## src/rtl/icc_pkg.sv

```systemverilog
// Shared types and codes for the innovation covariance block.
// No dependencies; imported by every module of the block.
`default_nettype none
package icc_pkg;

  localparam logic [2:0] OP_LOAD_H    = 3'd0;
  localparam logic [2:0] OP_LOAD_P    = 3'd1;
  localparam logic [2:0] OP_LOAD_R    = 3'd2;
  localparam logic [2:0] OP_LOAD_ZM   = 3'd3;
  localparam logic [2:0] OP_LOAD_ZP   = 3'd4;
  localparam logic [2:0] OP_COMPUTE   = 3'd5;

  localparam logic KIND_COV  = 1'b0;
  localparam logic KIND_DIFF = 1'b1;

  typedef struct packed {
    logic [2:0]         op;
    logic [2:0]         row;
    logic [2:0]         col;
    logic signed [31:0] value;
  } cmd_t;

  typedef struct packed {
    logic               kind;
    logic [2:0]         row;
    logic [2:0]         col;
    logic signed [31:0] value;
    logic               last;
  } res_t;

endpackage
`default_nettype wire

```

## src/rtl/icc_outq.sv

```systemverilog
// Result queue between the back end and the output channel.
// Depends on icc_pkg.
`default_nettype none
module icc_outq (
  input  wire logic          clk,
  input  wire logic          rst_n,
  input  wire logic          push,
  output logic               full,
  input  wire icc_pkg::res_t din,
  output logic               empty,
  input  wire logic          pop,
  output icc_pkg::res_t      dout
);
  import icc_pkg::*;

  res_t       q_r [4];
  logic [1:0] wr_ptr_r, rd_ptr_r;
  logic [2:0] cnt_r;
  logic       wr_en, rd_en;

  assign full  = (cnt_r == 3'd4);
  assign empty = (cnt_r == 3'd0);
  assign dout  = q_r[rd_ptr_r];
  assign wr_en = push && !full;
  assign rd_en = pop && !empty;

  always_ff @(posedge clk) begin
    if (!rst_n) begin
      wr_ptr_r <= 2'd0;
      rd_ptr_r <= 2'd0;
      cnt_r    <= 3'd0;
    end else begin
      if (wr_en) wr_ptr_r <= wr_ptr_r + 2'd1;
      if (rd_en) rd_ptr_r <= rd_ptr_r + 2'd1;
      cnt_r <= cnt_r + {2'd0, wr_en} - {2'd0, rd_en};
    end
  end

  always_ff @(posedge clk) begin
    if (wr_en) begin
      q_r[wr_ptr_r] <= din;
    end
  end

endmodule
`default_nettype wire

```

## config.mk

```make
export PLATFORM = sky130hd
export DESIGN_NAME = icc_outq
export DESIGN_NICKNAME = d
export VERILOG_FILES = /design/src/rtl/icc_pkg.sv /design/src/rtl/icc_outq.sv
export SDC_FILE = /design/constraint.sdc
export NUM_CORES = 1
export LEC_CHECK = 0
export BUFFER_PORTS_ARGS = -buffer_cell sky130_fd_sc_hd__buf_2
export CAP_MARGIN = 30
export CORE_MARGIN = 3
export CORE_UTILIZATION = 45
export CTS_BUF_LIST = sky130_fd_sc_hd__clkbuf_8
export CTS_CLUSTER_DIAMETER = 50
export DETAILED_ROUTE_END_ITERATION = 10
export PLACE_DENSITY_LB_ADDON = 0.15
export SETUP_SLACK_MARGIN = 0.5
export SYNTH_ARGS = -nofsm -noshare
export SYNTH_HDL_FRONTEND = slang
export SYNTH_SLANG_ARGS = --single-unit
export TNS_END_PERCENT = 20
```

## constraint.sdc

```tcl
create_clock -name clk -period 4.2 [get_ports clk]
set_clock_uncertainty 0.05 [all_clocks]
set_input_delay 0.42 -clock clk [delete_from_list [all_inputs] [get_ports clk]]
set_output_delay 0.42 -clock clk [all_outputs]
set_load 0.1 [all_outputs]
```

=== Yosys cells after proc, flatten, opt, wreduce, memory -nomap -nowiden ===
Memory sizes are Yosys's and may differ from the RTL's. A register that Yosys moved wholly into a read port is not among the register bits.
Cells that the tools add are included.

* Flip-flop bits (word level): 7
* Bits in latches: 0
* RAM bits: 160
* Memory bits (read-only): 0
* Input bits: 44
* Output and inout bits: 42
* Logic and storage cells: 18
* Memories: 1

* $add $sub $neg: 4
* Multiply operators: 0
* Div/mod/pow operators: 0
* $lt $le $gt $ge: 0
* Equality and inequality tests: 1
* Shift operators: 0
* Mux-type cells: 4
* Bitwise operators: 0
* Reduce and logical (&&, ||, !) cells: 5

{| class="wikitable"
|+ Memory list
! memory !! depth !! width !! read ports !! clocked after memory_dff !! write ports !! RTL line !! text
|-
| q_r || 4 || 40 || 1 || 1 || 1 || icc_outq.sv:16 || <nowiki>res_t q_r [4];</nowiki>
|}

{| class="wikitable"
|+ Operator list
! operator !! count
|-
| adder 2 x 1 -> 2 bit, second input constant || 2
|-
| 2-to-1 mux 2 bit || 2
|-
| adder 3 x 1 -> 3 bit || 1
|-
| equality test 3 bit, second input constant || 1
|-
| logical NOT 3 bit || 1
|-
| subtractor 3 x 1 -> 3 bit || 1
|-
| logical AND 1 bit || 2
|-
| logical NOT 1 bit || 2
|-
| 2-to-1 mux 1 bit || 2
|}

=== Logic depth before layout (Yosys ltp) ===
* Depth in word-level cells: 5
* Gate-level depth with buffers: 11
* Gate-level depth less buffers: 10

=== Least setup slack after synthesis ===
OpenSTA, ideal clock, no wires.

* Path kind: reg2reg
* From: register cnt_r[1]
* To: register cnt_r[2]
* Setup time: 0.115 ns
* Arrival: 3.123 ns
* Data required time: 4.035 ns
* Path slack: 0.912 ns
* Stages on the path, launching flop included: 10
* Path buffers: 0
* Clock period less this slack: 3.288 ns
* Cell sequence: dfxtp_1 -> nor3_2 -> nor2b_1 -> ha_1 -> inv_1 -> ha_1 -> fa_1 -> xnor2_1 -> xnor2_1 -> and2_1

* Elaborated cells on any way between the ends: 8
* Classes of those cells: add/sub: 2; eq/ne: 1; reduce/logical: 5

{| class="wikitable"
|+ RTL lines
! item !! RTL line !! text
|-
| start: declaration || icc_outq.sv:18 || <nowiki>logic [2:0] cnt_r;</nowiki>
|-
| start signal: assignment || icc_outq.sv:35 || <nowiki>cnt_r <= cnt_r + {2'd0, wr_en} - {2'd0, rd_en};</nowiki>
|-
| logical NOT 3 bit || icc_outq.sv:22 || <nowiki>assign empty = (cnt_r == 3'd0);</nowiki>
|-
| via empty || icc_outq.sv:10 || <nowiki>output logic empty,</nowiki>
|-
| logical NOT 1 bit || icc_outq.sv:25 || <nowiki>assign rd_en = pop && !empty;</nowiki>
|-
| logical AND 1 bit || icc_outq.sv:25 ||
|-
| via rd_en || icc_outq.sv:19 || <nowiki>logic wr_en, rd_en;</nowiki>
|-
| subtractor 3 x 1 -> 3 bit || icc_outq.sv:35 ||
|}

The timed path passes the listed nets, and every way through them passes these cells.
A chain may end at the register's enable or synchronous reset.

==> metrics.yaml <==
outcome: "completed"
cts_hold_buf: 0
viasPerCell: 5.12
insertion_delay_ps: 430
grt_pass1_wl_um: 16900
yosysSeqAreaShare: 0.791
min_from: "din[11]"
syn-num-nets: 311
finalCritPeriodShare: 0.656
cts_sinks: 169
wl_met2_um: 5250
rows: 42
cap_viol_max_count: 0
avgSynthCellArea_sq_um: 24.2
worst_pin_slew_ps: 829
drtAntennaViolNets: 0
placed_area_sq_um: 6890
path_class: "flip-flop to output port"
drtIter0Drc: 248
synthesis.instances: 260
io_buffer_count: 85
nets: 409
dr.pass1.iters: 4
layout_commonest_cell: "edfxtp_1"
h-tree-depth: 4
hold_class: "input port to flip-flop"
maxSlewViolCount: 0
fin_area_sq_um: 7260
cts_setup_buffers: 0
layout_common_cells: "edfxtp_1 (160), buf_2 (85), mux4_2 (40)"
dr_wl_met3_um: 440
highest_layer: "met4"
r2r_start: "cnt_r[2]"
wl_per_cell_um: 19.2
worst_ep_required_time_ps: 3730
cts-root-buf: "clkbuf_8"
p_per_area_nw_per_um2: 722
ctsLongestPathBuffers: 2
met1_length_um: 4610
path_max_fanout: 40
grt_max_degree: 41
cp.arrival_ps: 2280
ys_warn_count: 0
die_h_um: 124
relSlewSlack: 0.447
utilization: 0.540
rsz0062_at_grt: "no"
crit_path_end_kind: "output port"
coreArea_sq_um: 13500
die_area_sq_um: 15500
ys_ff_latch: 169
grt_remaining_overflow: 0
ir_worst_vdd_v: 0.000403
startpoint_type: "flip-flop"
fmax_mhz: 363
hold_violations: 0
die_w_um: 124
initial_core_util: 0.468
setup_tns_ps: 0
cts_resized: 0
num_antenna_cells: 0
post-route-drc-count: 0
drive_gt1_frac: 0.446
cts-buffers-inserted: 17
grt.total_usage: 0.146
synth_cell_types: 21
num_vias: 2794
antenna_found_initial: 0
dp_hpwl_um: 6450
finalSetupViolations: 0
place.gp.congestion: 0.646
ioPinCount: 86
total_power_mw: 5.24
cts_tree: "built"
p_leak_nw: 2.46
area_delta_synth_final_pct: 15.2
drt_wl_total_um: 10500
min_period_ps: 2750
grt_pass1_vias: 3083
synth_area_sq_um: 6300
cts.clk_slew.worst_paths_ps: 80
[layer usage]
| metal | track usage | vias up |
|---|---|---|
| li1 | - | 1272 |
| met1 | 0.189 | 1440 |
| met2 | 0.233 | 66 |
| met3 | 0.0412 | 16 |
| met4 | 0.0619 | 0 |
| met5 | 0 | - |
[sequential cells by signal (all words and copies together), names as in the netlist, named ones only]
name      count
q_r         160
cnt_r         3
rd_ptr_r      2
wr_ptr_r      2
[critical path, cell delays in order, from the launching register on]
cell and delay, ps:
dfxtp_4 900, mux4_2 620, buf_2 310
[metrics by stage]
stage	instances	setup WS, ps	hold slack, ps
final	546	1450	148
after global routing	546	1250	117
after CTS	546	1300	111
after floorplan	260	912	406
after global placement	514	1760	416
after detailed placement	515	1770	430
[synth_stat cells]
library cell	instances	area, sq um
and2_1	7	43.8
buf_12	4	80.1
buf_6	1	11.3
inv_1	6	22.5
nor3_2	1	10.0
a21boi_1	1	7.51
dfxtp_1	9	180
fa_1	1	20.0
ha_1	6	75.1
or3_1	1	6.26
nor2b_1	2	12.5
edfxtp_1	160	4800
xnor2_1	2	17.5
o21ai_0	3	15.0
mux4_2	40	901
buf_2	5	25.0
nand4bb_1	1	11.3
clkbuf_1	1	3.75
nand2_1	6	22.5
mux2i_1	2	20.0
nor3b_2	1	12.5
[where the power goes]
part / switching (mW) / internal, mW
clock network: 0.520 / 0.568
registers: 0.134 / 2.05
logic: 1.55 / 0.430
[final timing paths]
| check | endpoint | slack, ps | cells after the start |
|---|---|---|---|
| setup / recovery | dout[22] | 1450 | 2 |
| hold / removal | q_r[0][11] | 150 | 1 |
| setup reg to reg | cnt_r[2] | 1780 | 10 |
| hold reg to reg | flip-flop | 440 | 2 |
[cells by family (layout without fill, tap and decap cells)]
logic type / after synthesis / count (layout) / synth area share
simple gates: 19 / 19 / 0.0189
fa+ha+maj: 7 / 7 / 0.0151
flops: 169 / 169 / 0.791
xor+xnor: 2 / 2 / 0.00278
buf+inv: 17 / 127 / 0.0226
compound gates: 4 / 4 / 0.00357
mux: 42 / 42 / 0.146
[layout make-up]
cell class,count,area [sq um]
flip-flops and latches,169,4990
repair buffers,90,475
multi-input cells,74,1180
clock inverters,14,140
fillers,1095,6190
well taps,176,220
clock buffers,17,234
inverters,6,22.5
No activity file was read; power rests on OpenSTA's default activity.
