===== src/rtl/icc_pkg.sv =====
// Shared types and codes for the innovation covariance block.
// No dependencies; imported by every module of the block.
`default_nettype none
package icc_pkg;

  localparam logic [2:0] OP_LOAD_H    = 3'd0;
  localparam logic [2:0] OP_LOAD_P    = 3'd1;
  localparam logic [2:0] OP_LOAD_R    = 3'd2;
  localparam logic [2:0] OP_LOAD_ZM   = 3'd3;
  localparam logic [2:0] OP_LOAD_ZP   = 3'd4;
  localparam logic [2:0] OP_COMPUTE   = 3'd5;

  localparam logic KIND_COV  = 1'b0;
  localparam logic KIND_DIFF = 1'b1;

  typedef struct packed {
    logic [2:0]         op;
    logic [2:0]         row;
    logic [2:0]         col;
    logic signed [31:0] value;
  } cmd_t;

  typedef struct packed {
    logic               kind;
    logic [2:0]         row;
    logic [2:0]         col;
    logic signed [31:0] value;
    logic               last;
  } res_t;

endpackage
`default_nettype wire


===== src/rtl/icc_front.sv =====
// Front end: accepts input beats, drops unknown operations, queues commands.
// Depends on icc_pkg.
`default_nettype none
module icc_front (
  input  wire logic          clk,
  input  wire logic          rst_n,
  input  wire logic          in_push,
  output logic               in_full,
  input  wire icc_pkg::cmd_t in_cmd,
  output logic               cmd_valid,
  input  wire logic          cmd_pop,
  output icc_pkg::cmd_t      cmd
);
  import icc_pkg::*;

  cmd_t       q_r [4];
  logic [1:0] wr_ptr_r, wr_ptr_nxt;
  logic [1:0] rd_ptr_r, rd_ptr_nxt;
  logic [2:0] cnt_r, cnt_nxt;
  logic       wr_en, rd_en;

  assign in_full   = (cnt_r == 3'd4);
  assign cmd_valid = (cnt_r != 3'd0);
  assign cmd       = q_r[rd_ptr_r];

  // keep only operations that mean something
  assign wr_en = in_push && !in_full && (in_cmd.op <= OP_COMPUTE);
  assign rd_en = cmd_pop && cmd_valid;

  always_comb begin
    wr_ptr_nxt = wr_en ? wr_ptr_r + 2'd1 : wr_ptr_r;
    rd_ptr_nxt = rd_en ? rd_ptr_r + 2'd1 : rd_ptr_r;
    cnt_nxt    = cnt_r + {2'd0, wr_en} - {2'd0, rd_en};
  end

  always_ff @(posedge clk) begin
    if (!rst_n) begin
      wr_ptr_r <= 2'd0;
      rd_ptr_r <= 2'd0;
      cnt_r    <= 3'd0;
    end else begin
      wr_ptr_r <= wr_ptr_nxt;
      rd_ptr_r <= rd_ptr_nxt;
      cnt_r    <= cnt_nxt;
    end
  end

  always_ff @(posedge clk) begin
    if (wr_en) begin
      q_r[wr_ptr_r] <= in_cmd;
    end
  end

endmodule
`default_nettype wire


===== config.mk =====
export PLATFORM = sky130hd
export DESIGN_NAME = icc_front
export DESIGN_NICKNAME = d
export VERILOG_FILES = /design/src/rtl/icc_pkg.sv /design/src/rtl/icc_front.sv
export SDC_FILE = /design/constraint.sdc
export NUM_CORES = 1
export LEC_CHECK = 0
export BUFFER_PORTS_ARGS = -buffer_cell sky130_fd_sc_hd__buf_2
export CAP_MARGIN = 15
export CORE_MARGIN = 2
export CORE_UTILIZATION = 25
export CTS_CLUSTER_SIZE = 10
export DETAILED_ROUTE_END_ITERATION = 6
export PLACE_DENSITY = 0.43
export SYNTH_ARGS = -nofsm -noshare
export SYNTH_HDL_FRONTEND = slang
export SYNTH_SLANG_ARGS = --single-unit

===== constraint.sdc =====
create_clock -name clk -period 5.51 [get_ports clk]
set_input_delay 0.2755 -clock clk [delete_from_list [all_inputs] [get_ports clk]]
set_output_delay 0.2755 -clock clk [all_outputs]
set_load 0.02 [all_outputs]

# After elaboration in Yosys (flattened, before gate mapping)
# Memory sizes are Yosys's and may differ from the RTL's. A register that Yosys moved wholly into a read port is not among the register bits.
# Cells that the tools add are included.
# word_totals
reg_bits	7
latchBits	0
ram_bits	164
mem_bits_ro	0
input_bits	45
output_inout_bits	43
n_memories	1
# classes
addsub	4
multipliers	0
n_div	0
magnitude_cmp	1
eq_ne	1
shifts	0
n_mux	4
n_bitwise	0
reduce_logical	5
# memory_table
memory	words	width	rd	rd_clocked_by_memory_dff	write_ports	line_no	rtl
q_r	4	41	1	1	1	icc_front.sv:16	cmd_t q_r [4];
# op_table
cell	count
adder 2 x 1 -> 2 bit (second input constant)	2
two-way mux 2 bit	2
adder 3 x 1 -> 3 bit	1
== test 3 bit (second input constant)	1
less-or-equal comparator 3 bit (second input constant)	1
logical AND 1 bit	3
nonzero test 3 bit	1
subtractor 3 x 1 -> 3 bit	1
two-way mux 1 bit	2
logical NOT 1 bit	1

# Longest topological paths before layout
# Gate-level depths: netlist of run 1.
# depth
word_depth	6
ltp_mapped	11

# Least setup slack after synthesis of run 1
# Ideal clock, no wire load.
# synth_timing
kind	register to register
start	register cnt_r[1]
end	memory q_r[0][0] (netlist name) (enable)
arrival_ns	1.971
required_time_ns	5.108
slack_ns	3.136
path_stages_with_launch	4
n_path_buf	0
period_less_slack_ns	2.374
path_cell_list	dfxtp_1 nor3b_2 a211oi_4 and2_1
# synth_between
elab_chain_len	6
# synth_lines
element	line_no	rtl
from (decl)	icc_front.sv:19	logic [2:0] cnt_r, cnt_nxt;
from (signal assigned)	icc_front.sv:44	cnt_r <= cnt_nxt;
== test 3 bit	icc_front.sv:22	assign in_full = (cnt_r == 3'd4);
named net in_full	icc_front.sv:8	output logic in_full,
logical NOT 1 bit	icc_front.sv:27	assign wr_en = in_push && !in_full && (in_cmd.op <= OP_COMPUTE);
logical AND 1 bit (2 in a row)	icc_front.sv:27	
two-way mux 1 bit	icc_front.sv:49	if (wr_en) begin
two-way mux 1 bit (not written as such)	icc_front.sv:50	q_r[wr_ptr_r] <= in_cmd;
to (decl)	icc_front.sv:16	
# The timed path passes the listed nets, and every way through them passes these cells.

==> impl_metrics.toml, run 1 <==
[setup_path]
worstSetupPathType = "reg -> out"
arrival_ps = 2240
r2r_cells = 11
cp-end-kind = "primary output"
cp_cell_sequence = "mux4_2, buf_2"
cpPeakStageDelay_ps = 940
path_max_fanout = 41
crit_required_ps = 5230
r2r_setup_slack_ps = 3010
crit_path_start_kind = "flip-flop"
cp_slowest_cell = "dfxtp_4"
worstReg2RegStart = "cnt_r[1]"
timing.rr.end = "cnt_r[2]"

[placement]
place.gp.congestion = 0.6817
dpl.hpwl_um = 7473
placed_cell_area_um2 = 7242
io_buffers = 87
place_inst = 674

[timing]
finalCritPeriodShare_pct = 45.73
skew_ps = 7.898
max_freq_mhz = 396.8
fin_crit_ps = 2520
fin_setup_tns_ps = 0
setup_viol = 0
tightest_slew_ps = 910.3
rsz0062_at_grt = "false"
hold_ws_ps = 58.51
hold_violations = 0
slew_headroom_pct = 39.31
drv_slew = 0

[worst_hold_path]
worstHoldEndpoint = "q_r[3][28]"
hold_path.class = "in -> reg"
min_from = "in_cmd[28]"
whs_path_depth = 1

[synth]
syn_inst = 263
synthDistinctLibCells = 22
async_flop_share_pct = 0
yosysTopAreaCellShare_pct = 76.18
netlist_top_cells_count = "edfxtp_1, mux4_2, dfxtp_1"
ys_warn_count = 0
synthTopCellsByArea = "edfxtp_1, mux4_2, dfxtp_1, buf_12, ha_1"
synth_top_cell_by_area = "edfxtp_1"
synth_edf_count = 164
syn_area_um2 = 6465
synth.most_common_cell = "edfxtp_1"
ys_ff_latch = 173
synthFlopType = "edfxtp_1"
ys_seq_area_share_pct = 78.96
synth_nets = 315
synth_area_per_cell_um2 = 24.58

[routing]
ant_nets = 0
drc = 0
routed_wire_length_per_instance_um = 18.39
vias = 2905
via_per_inst = 4.103
drt_iter0_markers = 188
dr.pass1.iters = 4
routed_wl_um = 13020

[floorplanning]
core_um2 = 25250
io_pins = 88
floorplan.initialDensity_pct = 25.60
die_w_um = 164.8
num_rows = 58
dieArea_um2 = 27160
die_h_um = 164.8

[global_routing]
grt_usage_pct = 10.22
gr-total-overflow = 0
antenna_found_initial = 4
grt_pass1_vias = 3323
grt_max_degree = 42
grt_pass1_wl_um = 19770

[finish]
areaGrowthSynthToFinish_pct = 21.35
final_area_um2 = 7845
fin_nets = 415
final_cells = 708
fin_util_pct = 31.06
layout-drive-gt1-share_pct = 46.01

[clock_tree]
path_clk_slew_ps = 70
cts_root_buf = "clkbuf_16"
clk_path_buf_depth = 2
insertion_delay_ps = 420
htreeDepth = 4
cts.sinks = 173
numCtsBuffers = 17
postCtsSetupBuffers = 0
ctsHoldBuffers = 0
cts_tree = "done"
cts_resized = 0

[pwr]
switchingPower_w = 0.001065
power.density_nw_per_um2 = 459.9
switching_share_pct = 29.51
p_leak_nw = 2.586
ir_drop_mv = 0.2005
intPower_w = 0.002543
comb_power_share_pct = 20.6
clockPowerShare_pct = 33.2
p_seq_share_pct = 46.2

[status]
status = "finished, final reports clean"

[job]
drv_cap = 0
[metal layers]
layer / routed length, µm / track usage, %
met5: 23 / 0
met4: 158 / 3.320
met1: 5449 / 12.56
met2: 6538 / 16.72
met3: 846 / 3.767
[through the flow]
stage	setup WS [ps]	total power [W]
final	2990	0.003608
after floorplan	3136	0.002241
after CTS	2860	0.003683
after global placement	3092	0.002464
after detailed placement	2997	0.002474
after global routing	2784	0.003789
[logic make-up after synthesis]
family	synth area share, %
fa+ha+maj	1.471
flops	78.96
buf+inv	2.187
compound gates	0.6968
xor+xnor	0.5418
simple gates	1.490
mux	14.65
[placed cells by master (no fill, tap or decap), drive strengths merged]
cell / Yosys / layout
nor2b: 3 / 3
bufinv: 0 / 1
fa: 1 / 1
and2: 7 / 7
dfxtp: 9 / 9
nand2: 4 / 4
or3: 1 / 1
a211oi: 1 / 1
ha: 6 / 6
inv: 6 / 15
xnor2: 4 / 4
o311ai: 1 / 1
clkbuf: 1 / 17
diode: 0 / 2
buf: 10 / 92
mux2i: 2 / 2
o31a: 1 / 1
mux4: 41 / 41
nor3b: 1 / 1
edfxtp: 164 / 164
clkinvlp: 0 / 2
clkinv: 0 / 3
[power groups by stage]
stage,clock (W),sequential [W],combinational (W)
finish,0.00120,0.00167,0.000742
global route,0.00129,0.00169,0.000805
CTS,0.00124,0.00168,0.000770
detailed placement,0,0.00171,0.000766
global placement,0,0.00170,0.000762
floorplan,0,0.00161,0.000629
[state kept, by name, indices dropped and copies added, names as in the netlist, named ones only]
register	cells
cnt_r	3
q_r	164
rd_ptr_r	2
wr_ptr_r	2
[worst max-delay path, delay by kind of cell, from the launching register on]
| family | cells | cell delay [ps] |
|---|---|---|
| buffers and inverters | 1 | 190 |
| flip-flops | 1 | 940 |
| multiplexers | 1 | 660 |
[worst max-delay path by stage]
stage / to / slack (ps)
2_1_floorplan: q_r[0][0] / 3140
3_3_place_gp: cnt_r[2] / 3090
3_5_place_dp: cnt_r[2] / 3000
4_1_cts: cmd[9] / 2860
5_1_grt: cmd[9] / 2780
6_report: cmd[9] / 2990
[final cells by class]
| cell class | instances | area (µm²) |
|---|---|---|
| Antenna cell | 2 | 5.005 |
| Clock buffer | 17 | 425.4 |
| Clock inverter | 15 | 172.7 |
| Fill cell | 2463 | 17410 |
| Inverter | 6 | 22.52 |
| Multi-Input combinational cell | 73 | 1224 |
| Sequential cell | 173 | 5110 |
| Tap cell | 330 | 412.9 |
| Timing Repair Buffer | 92 | 473.0 |
Power figures use the tool's default switching activity.
==> run 2, diff against run 1 <==
--- a/config.mk
+++ b/config.mk
@@ -5,6 +5,7 @@
 export SDC_FILE = /design/constraint.sdc
 export NUM_CORES = 1
 export LEC_CHECK = 0
+export ABC_AREA = 1
 export BUFFER_PORTS_ARGS = -buffer_cell sky130_fd_sc_hd__buf_2
 export CAP_MARGIN = 15
 export CORE_MARGIN = 2
==> constraint.sdc (replaced) <==
create_clock -name clk -period 2.55 [get_ports clk]
set_input_delay 0.1275 -clock clk [delete_from_list [all_inputs] [get_ports clk]]
set_output_delay 0.1275 -clock clk [all_outputs]
set_load 0.02 [all_outputs]
==> impl_metrics.toml, run 2 <==
[setup_path]
path_max_fanout = 17
arrival_ps = 2100
crit_path_start_kind = "flip-flop"
cp-end-kind = "primary output"
crit_required_ps = 2420
worstSetupPathType = "reg -> out"

[synth]
synth_area_per_cell_um2 = 14.05
yosysTopAreaCellShare_pct = 75.04
synth_edf_count = 164
synthDistinctLibCells = 17
synthFlopType = "edfxtp_1"
ys_ff_latch = 173
synth_top_cell_by_area = "edfxtp_1"
synth_nets = 519
synthTopCellsByArea = "edfxtp_1, nor2_1, o22ai_1, o21ai_1, dfxtp_1"
syn_area_um2 = 6563
async_flop_share_pct = 0
syn_inst = 467
synth.most_common_cell = "edfxtp_1"
netlist_top_cells_count = "edfxtp_1, nor2_1, o21ai_1"
ys_seq_area_share_pct = 77.79
ys_warn_count = 0

[pwr]
p_total_w = 0.008106
p_leak_nw = 2.992
power.density_nw_per_um2 = 960.1
ir_drop_mv = 0.3895

[timing]
fin_setup_tns_ps = 0
skew_ps = 10.78
drv_slew = 0
finalCritPeriodShare_pct = 87.30
max_freq_mhz = 449.2
slew_headroom_pct = 68.73
hold_ws_ps = 47.15
hold_violations = 0
rsz0062_at_grt = "false"
fin_crit_ps = 2226
setup_viol = 0
tightest_slew_ps = 469.1

[finish]
fin_nets = 655
layout_common_cells = "edfxtp_1, nor2_1, buf_2"
areaGrowthSynthToFinish_pct = 28.66
layout-drive-gt1-share_pct = 22.24
fin_util_pct = 32.58
largest-register = "q_r"
antenna_cells = 0
reg.largest.list = "q_r: 164 flops, cnt_r: 3 flops"
final_common_cell = "edfxtp_1"
largest_reg_flops = 164

[clock_tree]
path_clk_slew_ps = 60
htreeDepth = 4
ctsHoldBuffers = 42
cts_tree = "done"
numCtsBuffers = 17
cts_root_buf = "clkbuf_16"
postCtsSetupBuffers = 0
clk_path_buf_depth = 2
cts.sinks = 173
insertion_delay_ps = 420
cts_resized = 0

[floorplanning]
core_um2 = 25910
die_h_um = 166.0
floorplan.initialDensity_pct = 25.33
dieArea_um2 = 27560
io_pins = 88
die_w_um = 166.0
num_rows = 59

[routing]
drc = 0
routed_wire_length_per_instance_um = 15.77
dr.pass1.iters = 4
routed_wl_um = 15000
vias = 4089
via_per_inst = 4.300
drt_iter0_markers = 279
ant_nets = 0

[placement]
dpl.hpwl_um = 8897
io_buffers = 87
place.gp.congestion = 0.7202

[worst_hold_path]
hold_path.class = "in -> reg"

[global_routing]
gr-total-overflow = 0
antenna_found_initial = 0
grt_pass1_vias = 4200
grt_usage_pct = 11.00
grt_max_degree = 83
grt_pass1_wl_um = 23100

[status]
status = "finished, final reports clean"

[job]
drv_cap = 0
==> run 2: final timing paths <==
kind	startpoint	endpoint	slack (ps)	cells after the start
max	flip-flop	cmd[2]	320	5
min	cmd_pop	rd_ptr_r[0]	50	4
max reg2reg	cnt_r[1]	cnt_r[2]	520	11
min reg2reg	rd_ptr_r[1]	flip-flop	550	2
==> run 2: per-stage QoR <==
stage                     worst slack [ps]  cell area, µm²  cells
after floorplan                     -272.2            6563    467
after global placement               583.1            7421    877
after detailed placement             527.8            7421    877
after CTS                            263.8            8443    951
after global routing                 155.3            8443    951
final                                323.7            8443    951
==> run 2: logic make-up after synthesis <==
group / share of synthesized area [%]
fa+ha+maj: 1.449
simple gates: 6.826
flops: 77.79
buf+inv: 3.623
compound gates: 10.31
==> run 2: where the power goes <==
| part | internal [W] | switching (W) | total (W) | leakage (nW) |
|---|---|---|---|---|
| clock network | 0.00160 | 0.00101 | 0.00261 | 0.292 |
| logic | 0.000633 | 0.00140 | 0.00203 | 1.13 |
| registers | 0.00338 | 0.0000862 | 0.00347 | 1.57 |
| total | 0.00561 | 0.00250 | 0.00811 | 2.99 |
==> run 2: layer usage <==
| metal | global-route usage (%) | wire length (µm) | share of wire [%] |
|---|---|---|---|
| met4 | 3.516 | 172 | 1.1 |
| met3 | 3.265 | 612 | 4.1 |
| met1 | 13.47 | 6915 | 46 |
| met5 | 0 | 0 | 0 |
| met2 | 18.67 | 7301 | 49 |
==> run 2: layout make-up <==
| cell class | count | area, µm² |
|---|---|---|
| clock buffers | 23 | 467.9 |
| clock inverters | 9 | 133.9 |
| fillers | 2544 | 17470 |
| inverters | 19 | 71.32 |
| multi-input cells | 250 | 1250 |
| flip-flops and latches | 173 | 5110 |
| well taps | 335 | 419.2 |
| repair buffers | 142 | 991.0 |
==> run 2: critical path, stage by stage, from the launching register on <==
cell     delay [ps]
dfxtp_2         440
inv_2           340
buf_4           290
o21ai_0         130
o22ai_1         260
buf_2           230
==> run 3, diff against run 2 <==
--- a/config.mk
+++ b/config.mk
@@ -6,13 +6,12 @@
 export NUM_CORES = 1
 export LEC_CHECK = 0
 export ABC_AREA = 1
-export BUFFER_PORTS_ARGS = -buffer_cell sky130_fd_sc_hd__buf_2
+export BUFFER_PORTS_ARGS = -buffer_cell sky130_fd_sc_hd__buf_4
 export CAP_MARGIN = 15
 export CORE_MARGIN = 2
 export CORE_UTILIZATION = 25
 export CTS_CLUSTER_SIZE = 10
 export DETAILED_ROUTE_END_ITERATION = 6
-export PLACE_DENSITY = 0.43
 export SYNTH_ARGS = -nofsm -noshare
 export SYNTH_HDL_FRONTEND = slang
 export SYNTH_SLANG_ARGS = --single-unit
==> impl_metrics.toml, run 3 (synthesized netlist as in run 2, its figures left out) <==
[timing]
slew_headroom_pct = 64.81
rsz0062_at_grt = "false"
fin_crit_ps = 2087
setup_viol = 0
hold_violations = 0
skew_ps = 13.22
finalCritPeriodShare_pct = 81.84
tightest_slew_ps = 527.9
max_freq_mhz = 479.2
hold_ws_ps = 315.7
drv_slew = 0

[clock_tree]
cts_tree = "done"
postCtsSetupBuffers = 0
path_clk_slew_ps = 70
cts.sinks = 173
clk_path_buf_depth = 2
numCtsBuffers = 17
insertion_delay_ps = 420
cts_root_buf = "clkbuf_16"
htreeDepth = 4

[pwr]
p_total_w = 0.008082
comb_power_share_pct = 27.4
intPower_w = 0.005537
switchingPower_w = 0.002544
power.density_nw_per_um2 = 937.0
ir_drop_mv = 0.4711
switching_share_pct = 31.48
p_seq_share_pct = 42.7
p_leak_nw = 3.052
clockPowerShare_pct = 29.9

[global_routing]
grt_pass1_vias = 4226
antenna_found_initial = 0
grt_usage_pct = 10.76
gr-total-overflow = 0
grt_max_degree = 47
grt_pass1_wl_um = 22650

[finish]
seqCellArea_um2 = 5110
fin_nets = 657
multi_input_area_um2 = 1250
layout_common_cells = "edfxtp_1, buf_4, nor2_1"
final_common_cell = "edfxtp_1"
largest-register = "q_r"
reg.largest.list = "q_r: 164 flops, cnt_r: 3 flops"
largest_reg_flops = 164
layout-drive-gt1-share_pct = 22.65
areaGrowthSynthToFinish_pct = 31.42
fillers = 2550
antenna_cells = 0

[job]
drv_cap = 0

[setup_path]
cp_slowest_cell = "buf_4"
cpPeakStageDelay_ps = 360
path_max_fanout = 23
cp_cell_sequence = "buf_4, buf_4, o21ai_1, o22ai_1, buf_4"
crit_top_cell = "buf_4"
crit_required_ps = 2420
worstSetupPathType = "reg -> out"
cp-end-kind = "primary output"
crit_path_start_kind = "flip-flop"
worstReg2RegStart = "cnt_r[1]"
arrival_ps = 1960

[routing]
drc = 0
via_per_inst = 4.290
routed_wire_length_per_instance_um = 15.10
drt_iter0_markers = 190
vias = 4088
dr.pass1.iters = 6
ant_nets = 0
routed_wl_um = 14390

[placement]
dpl.hpwl_um = 8238
place.gp.congestion = 0.6905
io_buffers = 87

[floorplanning]
io_pins = 88
die_h_um = 166.0
floorplan.initialDensity_pct = 25.33
num_rows = 59
dieArea_um2 = 27560
core_um2 = 25910
die_w_um = 166.0

[worst_hold_path]
hold_path.class = "in -> reg"
min_from = "in_push"

[status]
status = "finished, final reports clean"
[run 3: cell count changes in the layout (fill, tap and decap cells not counted), sizes merged]
cell         change
clkbuf           -5
clkinv           +2
buf              +1
bufinv           -2
clkinvlp         +3
inv              +2
dlygate4sd3      +1
[run 3: cell type report]
class | count | share of cell area [%]
sequential | 173 | 59.25
multi-input combinational | 250 | 14.49
timing repair buffer | 144 | 14.22
clock buffer | 18 | 4.976
tap | 335 | 4.860
clock inverter | 14 | 1.378
inverter | 19 | 0.8269
[run 3: layer usage]
| layer | global-route usage [%] | share of wire, % | vias up |
|---|---|---|---|
| met4 | 3.970 | 1.7 | 0 |
| met5 | 0 | 0 | - |
| met1 | 12.97 | 45 | 2011 |
| li1 | - | - | 1988 |
| met2 | 18.65 | 50 | 71 |
| met3 | 2.669 | 3.1 | 18 |
[run 3: repair_timing]
action / CTS / global route
endpoints found under the hold margin: 172 / 0
hold buffers: 43 / 0
gates resized for setup: 0 / 0
[run 3: per-stage QoR]
step	cell area, µm²	worst slack (ps)	util [%]	setup TNS (ps)	std cells
2_1_floorplan	6563	-272.2	-	-44640	467
3_3_place_gp	7646	560.3	29.51	0	878
3_5_place_dp	7646	525.2	29.51	0	878
4_1_cts	8625	399.0	33.29	0	953
5_1_grt	8625	309.6	33.29	0	953
6_report	8625	463.1	33.29	0	953
[run 3: critical path: cells and delay by family, from the launching register on]
| family | cells | cell delay, ps |
|---|---|---|
| AOI/OAI and AO/OA | 2 | 350 |
| buffers and inverters | 3 | 820 |
| DFF | 1 | 340 |
[run 3: power by group through the flow]
| stage | sequential, W | combinational (W) | clock (W) |
|---|---|---|---|
| floorplan | 0.00351 | 0.00132 | 0 |
| global placement | 0.00351 | 0.00220 | 0 |
| detailed placement | 0.00351 | 0.00221 | 0 |
| CTS | 0.00345 | 0.00227 | 0.00250 |
| global route | 0.00347 | 0.00244 | 0.00261 |
| finish | 0.00345 | 0.00221 | 0.00242 |
[run 3: final timing paths]
check	endpoint	slack (ps)	depth (start not counted)
worst max-delay path	cmd[27]	460	5
worst min-delay path	wr_ptr_r[1]	320	6
worst max register to register	cnt_r[2]	560	10
worst min register to register	flip-flop	500	2
